[config.mk]
export PLATFORM = sky130hd
export DESIGN_NAME = dbwu_front
export DESIGN_NICKNAME = d
export VERILOG_FILES = /design/src/rtl/dbwu_pkg.sv /design/src/rtl/dbwu_front.sv
export SDC_FILE = /design/constraint.sdc
export NUM_CORES = 1
export LEC_CHECK = 0
export BUFFER_PORTS_ARGS = -buffer_cell sky130_fd_sc_hd__clkbuf_2
export CORE_MARGIN = 2
export CORE_UTILIZATION = 25
export DETAILED_ROUTE_END_ITERATION = 8
export PLACE_DENSITY_LB_ADDON = 0.12
export SYNTH_ARGS = -nofsm -noshare
export SYNTH_HDL_FRONTEND = slang
export SYNTH_SLANG_ARGS = --single-unit
[constraint.sdc]
create_clock -name i_clk -period 6.1 [get_ports i_clk]
set_clock_uncertainty 0.1 [all_clocks]
set_input_delay 1.22 -clock i_clk [delete_from_list [all_inputs] [get_ports i_clk]]
set_output_delay 1.22 -clock i_clk [all_outputs]
set_load 0.05 [all_outputs]
[src/rtl/dbwu_pkg.sv]
package dbwu_pkg;

    localparam int TableDepth = 64;
    localparam int IdxBits = (TableDepth > 1) ? $clog2(TableDepth) : 1;
    localparam int CntBits = $clog2(TableDepth + 1);
    localparam int AddrBits = 32;
    localparam logic [7:0] SigTrap = 8'd5;

    localparam logic [3:0] CmdPc = 4'd0;
    localparam logic [3:0] CmdRead = 4'd1;
    localparam logic [3:0] CmdWrite = 4'd2;
    localparam logic [3:0] CmdSignal = 4'd3;
    localparam logic [3:0] CmdAddBp = 4'd4;
    localparam logic [3:0] CmdRemBp = 4'd5;
    localparam logic [3:0] CmdAddWp = 4'd6;
    localparam logic [3:0] CmdRemWp = 4'd7;
    localparam logic [3:0] CmdHalt = 4'd8;
    localparam logic [3:0] CmdQuery = 4'd9;
    localparam logic [3:0] CmdCont = 4'd10;
    localparam logic [3:0] CmdStep = 4'd11;
    localparam logic [3:0] CmdClear = 4'd12;

    localparam logic [1:0] KindWrite = 2'd0;
    localparam logic [1:0] KindRead = 2'd1;
    localparam logic [1:0] KindAccess = 2'd2;
    localparam logic [1:0] KindBad = 2'd3;

    localparam logic [1:0] EvNone = 2'd0;
    localparam logic [1:0] EvStop = 2'd1;
    localparam logic [1:0] EvWatch = 2'd2;

    typedef struct packed {
        logic [3:0] cmd;
        logic [31:0] addr;
        logic [31:0] aend;
        logic [31:0] wend;
        logic [1:0] kind;
        logic [7:0] sig;
    } t_item;

    localparam int ItemBits = $bits(t_item);

endpackage

[src/rtl/dbwu_front.sv]
module dbwu_front (
    input  logic                  i_clk,
    input  logic                  i_rst_n,
    input  logic                  i_start,
    input  logic [3:0]            i_command,
    input  logic [31:0]           i_address,
    input  logic [3:0]            i_access_size,
    input  logic [31:0]           i_watch_length,
    input  logic [1:0]            i_watch_kind,
    input  logic [7:0]            i_signal_code,
    input  logic                  i_take,
    output logic                  o_busy,
    output logic                  o_vld,
    output dbwu_pkg::t_item       o_item
);
    // two-entry queue between classify and execute
    dbwu_pkg::t_item r_q [2];
    logic r_wp, r_rp;
    logic [1:0] r_cnt;
    dbwu_pkg::t_item n_item;
    logic push;

    always_comb begin
        n_item.cmd = i_command;
        n_item.addr = i_address;
        n_item.aend = i_address + {28'd0, i_access_size} - 32'd1;
        n_item.wend = i_address + i_watch_length - 32'd1;
        n_item.kind = i_watch_kind;
        n_item.sig = i_signal_code;
    end

    assign o_busy = (r_cnt == 2'd2);
    assign push = i_start && !o_busy;
    assign o_vld = (r_cnt != 2'd0);
    assign o_item = r_q[r_rp];

    always_ff @(posedge i_clk) begin
        if (push) begin
            r_q[r_wp] <= n_item;
        end
        if (!i_rst_n) begin
            r_wp <= 1'b0;
            r_rp <= 1'b0;
            r_cnt <= 2'd0;
        end else begin
            if (push) begin
                r_wp <= ~r_wp;
            end
            if (i_take) begin
                r_rp <= ~r_rp;
            end
            r_cnt <= r_cnt + {1'b0, push} - {1'b0, i_take};
        end
    end
endmodule

Word-level counts from Yosys, hierarchy flattened. Memories as Yosys holds them, arrays and structs flattened. A register that Yosys moved wholly into a read port is not among the register bits. Cells that the tools add are included.

$add $sub $neg: 6. Eq/ne operators: 1. Mux-type cells: 4. Bitwise logic cells: 2. Reduce and logical (&&, ||, !) cells: 3.

Operator list (number): $sub 32x1->32 const B (2); $add 32x32->32 (1); $add 32x4->32 (1); $mux 1 (4); $add 2x1->2 (1); $eq 2x2->1 const B (1); $not 1->1 (2); $reduce_bool 2->1 (1); $sub 2x1->2 (1); $logic_and 1x1->1 (1); $logic_not 1->1 (1).

Bits in registers: 4. Bits in writable memories: 220. Bits of input ports: 86. Output and inout port bits: 112. Word-level logic and storage cells: 20. Memories kept: 1.

Memory list: r_q (words 2, width 110, rd ports 1, clocked after Yosys merged registers in 1, wr ports 1, RTL line dbwu_front.sv:17) `dbwu_pkg::t_item r_q [2];`.

Depth between registers and ports, before layout.
Word-level depth: 5. Mapped depth: 12. Gate-level depth less buffers: 12.

Worst setup path after synthesis. No wires, ideal clock.

Path type: input to register. Start point: input port i_start. End point: memory r_q[0][0] (netlist bit) (enable). Library setup time: 581 ps. Arrival time: 5897 ps. Required time: 5419 ps. Slack: -478 ps. Cell stages on the path: 2. Buffers on the path: 0. Cells stage by stage: nand2_1 -> nor2_1.

Cells in the longest elaborated chain, start to end: 3.

Ends and longest elaborated chain: start, declared (RTL line dbwu_front.sv:4) `input logic i_start,`; $logic_and 1x1->1 (RTL line dbwu_front.sv:33) `assign push = i_start && !o_busy;`; $mux 1 (RTL line dbwu_front.sv:38) `if (push) begin`; $mux 1 (not written as such) (RTL line dbwu_front.sv:39) `r_q[r_wp] <= n_item;`; end, declared (RTL line dbwu_front.sv:17).

No other way between the ends.

==> out/results.txt <==
The tools report the data required time of the critical path as 4.78 ns. On the worst path, the slowest cell contributes a delay of 0.87 ns. Library cell used as clock root buffer: sky130_fd_sc_hd__clkbuf_16. Buffers inserted to repair hold after CTS numbered 0. The routed layout has 7813 vias. For the insertion delay to the later sink of the worst-skew pair, the log shows 0.54 ns.

For this run, design rule violations remaining after detail routing come to 0. Number of vias per cell after detailed routing: 4.32. The worst hold path class is reg2reg. The number of antenna violations at the first check in global routing was 1. The critical path goes through buf_12 -> mux2_2 -> clkbuf_2.

Worst vdd rail ir drop: 0.196 mV. The placement-stage cell area came out at 13900 um^2. Reg-to-reg critical path endpoint: r_q[0][92].

For the final setup violation count, the log shows 0. The logs give 4927 for the fill cell total of the finished layout and 33.1% for the tightest slew margin relative to the limit. The number of levels in the clock H-tree came out at 1. Power spread over the standard cell area amounts to 368 nW/um^2. A synthesized cell averages 12.6 um^2. Routability-driven placement finished with a final weighted congestion of 0.776. The tools report the sum of routed wire length over all layers as 31600 um. The number of placed I/O pins is 198, and the shortest clock period the worst path allows after layout is 3.88 ns. The number of nets in the synthesized netlist came out at 1149. The area of combinational cells with multiple inputs came out at 4820 um^2. The die is 225 um tall. For the standard-cell row count, the log shows 80.

The proportion of synthesized flip-flops having asynchronous set or reset is 0%, and the worst reg2reg path depth is 4. The number of synthesized flops with an enable pin works out to 220. Once layout is done, the placed cells without fillers occupy 14800 um^2. STA classifies the critical path endpoint as an output pin.

For the number of global-route vias before repair, the log shows 8219. The worst setup path is launched from a flip-flop. The critical path ends at o_item[39].

Setup repair after global routing left no endpoint under its margin. The tools report the deepest clock path buffer count as 3. The logs give 6710 um^2 for the area taken by flip-flops and latches and 257 for the DRC marker count from the first detailed-route iteration.

The logs give 0 for the max-slew violation count and 0 for the number of nets with antenna violations after routing. For the placeable core region, the log shows 47800 um^2. Once the floorplan was initialized, standard cells occupied 25.4% of the core. The cell type group with the largest total delay on the critical path was flip-flops. Max-cap violations in this run came to 0.

The run gives 55.2% as the proportion of synthesized chip area in sequential cells. The number of cells on the critical path was 3. The worst register-to-register path has a setup slack of 3.80 ns. For the total routing usage reported by global routing, the log shows 12.6%. The maximum net fanout on the critical path was 61. The worst register-to-register path begins at r_cnt[0]. Synthesis produced 964 cells. Prevailing post-synth register cell: sky130_fd_sc_hd__edfxtp_1. The die covers 50400 um^2. Entering global routing, the biggest net connects 96 pins. TritonCTS built the clock tree.

The routed wire length per instance was 17.5 um; the TritonCTS sink count was 225. The net count reported at finish came out at 1358. For this run, the number of Yosys warnings is 0.

Relative to the synthesized area, the layout overhead comes to 21.6%. In this run, post-CTS repair resized a total of 0 instances. The width of the die works out to 225 um. Including well taps, the total number of placed cells is 1759.

The clock-pin slew on the worst setup and hold paths is 0.05 ns. The global-route wire length before repair is 48500 um. Setup total negative slack on the finished layout was measured at 0 ns. The post-route netlist has 30.5% of its cells at a drive strength greater than 1. Summed over all layers, the global routing overflow is 0. The slowest stage of the critical path belongs to the cell sky130_fd_sc_hd__dfxtp_4.

The analysis attributes to cell leakage a power of 6.02 nW. Based on the critical path, the design can be clocked at up to 258 MHz. The flow ran to the end, and the final reports show no timing, DRC or antenna violations.

Counting both buffers and inverters, the worst setup path holds a total of 2. After synthesis the netlist holds a flip-flop and latch count of 225. The critical path in this run is classified as reg2out.

After layout, the worst path uses 63.6% of the clock period. At the pin with the least slew margin, the transition time is 1.00 ns. Excluding fillers, the count of instances in the completed layout stands at 1809. The final hold violation count was 0; the critical path data arrival time was 2.56 ns.

Buffers inserted during clock tree synthesis total 27. During placement, the flow inserted port buffers numbering 197. In this run the cell area of the synthesized design comes to 12200 um^2.

For the detailed placement HPWL, the log shows 23300 um. Once the clock tree was built, the setup fixing pass inserted 0 buffers. The distinct cell type count after synthesis is 59. The first TritonRoute pass finished after 4 iterations.
synth_stat cells (all sizes together), types with 10 or more instances:
library cell,count,share of area [%]
edfxtp,220,54
inv,151,4.7
mux2,110,10
ha,97,10
a21oi,61,2.6
xnor2,45,3.2
nand2,32,0.99
o21ai,32,1.3
nand3,21,0.86
nor2,21,0.65
clkbuf,18,0.56
xor2,17,1.2
a21o,15,0.93
and2,10,0.51
and3,10,0.52
area by class of cell:
class                   instances  share of cell area [%]
clock inverters                14                    1.01
clock buffers                  35                    4.77
multi-input cells             567                    32.6
repair buffers                201                    7.21
diodes                          1                  0.0169
flip-flops and latches        225                    45.4
inverters                     151                    3.83
well taps                     615                    5.20
metrics by stage:
stage	util [%]	total power, mW	setup slack [ns]	hold WS (ns)
global placement	29.1	3.95	1.70	0.463
finish	30.9	5.44	2.22	0.465
CTS	30.9	5.56	2.09	0.472
detailed placement	29.1	3.95	1.62	0.460
floorplan	-	3.47	1.39	0.455
global route	30.9	5.76	1.91	0.499
cells in the final DEF, fill, tap and decap left out, types with 5 or more instances in the layout:
cell type / instances
sky130_fd_sc_hd__o21ai_0: 26
sky130_fd_sc_hd__and3_1: 8
sky130_fd_sc_hd__and2_1: 9
sky130_fd_sc_hd__o21bai_1: 9
sky130_fd_sc_hd__inv_1: 151
sky130_fd_sc_hd__mux2_2: 110
sky130_fd_sc_hd__o21ai_1: 6
sky130_fd_sc_hd__a211oi_1: 8
sky130_fd_sc_hd__edfxtp_1: 220
sky130_fd_sc_hd__nand2b_1: 7
sky130_fd_sc_hd__clkbuf_16: 27
sky130_fd_sc_hd__nand3_1: 21
sky130_fd_sc_hd__clkbuf_1: 8
sky130_fd_sc_hd__a21oi_1: 59
sky130_fd_sc_hd__xnor2_1: 45
sky130_fd_sc_hd__clkbuf_2: 197
sky130_fd_sc_hd__a21o_1: 15
sky130_fd_sc_hd__a31oi_1: 7
sky130_fd_sc_hd__o21a_1: 8
sky130_fd_sc_hd__nand4_1: 5
sky130_fd_sc_hd__o211ai_1: 8
sky130_fd_sc_hd__nand2_1: 32
sky130_fd_sc_hd__ha_1: 97
sky130_fd_sc_hd__nor2_1: 20
sky130_fd_sc_hd__xor2_1: 17
state kept, by name (all words and copies together) (netlist names), named ones only:
register  flops
r_q         220
r_cnt         2
r_rp          1
r_wp          1
tightest hold or removal path, cell delays in order (launching register included):
cell and delay (ns):
sky130_fd_sc_hd__dfxtp_1 0.32, sky130_fd_sc_hd__xor2_1 0.07, sky130_fd_sc_hd__and2_1 0.14
cells by family (layout without fill, tap and decap cells):
group | after synthesis | in the layout | share of synthesized area, %
AOI/OAI and AO/OA | 181 | 181 | 9.92
adders and majority gates | 99 | 99 | 10.3
DFF | 225 | 225 | 55.2
muxes | 110 | 110 | 10.2
buffers and inverters | 172 | 401 | 5.34
and+or+nand+nor | 115 | 115 | 4.62
other | 0 | 1 | 0
xor gates and xnor gates | 62 | 62 | 4.47
layer usage:
metal / GRT usage, % / wire length (um) / vias up
met2: 20.2 / 14400 / 126
met5: 0 / 0 / -
li1: - / - / 3918
met1: 17.6 / 15300 / 3736
met4: 3.20 / 567 / 0
met3: 2.01 / 1280 / 33
worst min-delay path by stage:
stage                     start         to  slack, ns  depth (start not counted)
after floorplan            r_rp  flip-flop       0.45                          2
after global placement     r_rp  flip-flop       0.46                          2
after detailed placement   r_rp  flip-flop       0.46                          2
after CTS                  r_rp  flip-flop       0.47                          2
after global routing       r_rp  flip-flop       0.50                          2
final                      r_rp  flip-flop       0.47                          2
report_power, final:
part	switching, mW	internal (mW)	leakage (nW)	total [mW]
Sequential	0.0617	2.04	2.09	2.11
Clock	0.626	0.938	0.411	1.56
Combinational	1.26	0.519	3.51	1.77
Total	1.94	3.50	6.02	5.44
Note: power is estimated with default switching activity, not from simulation.
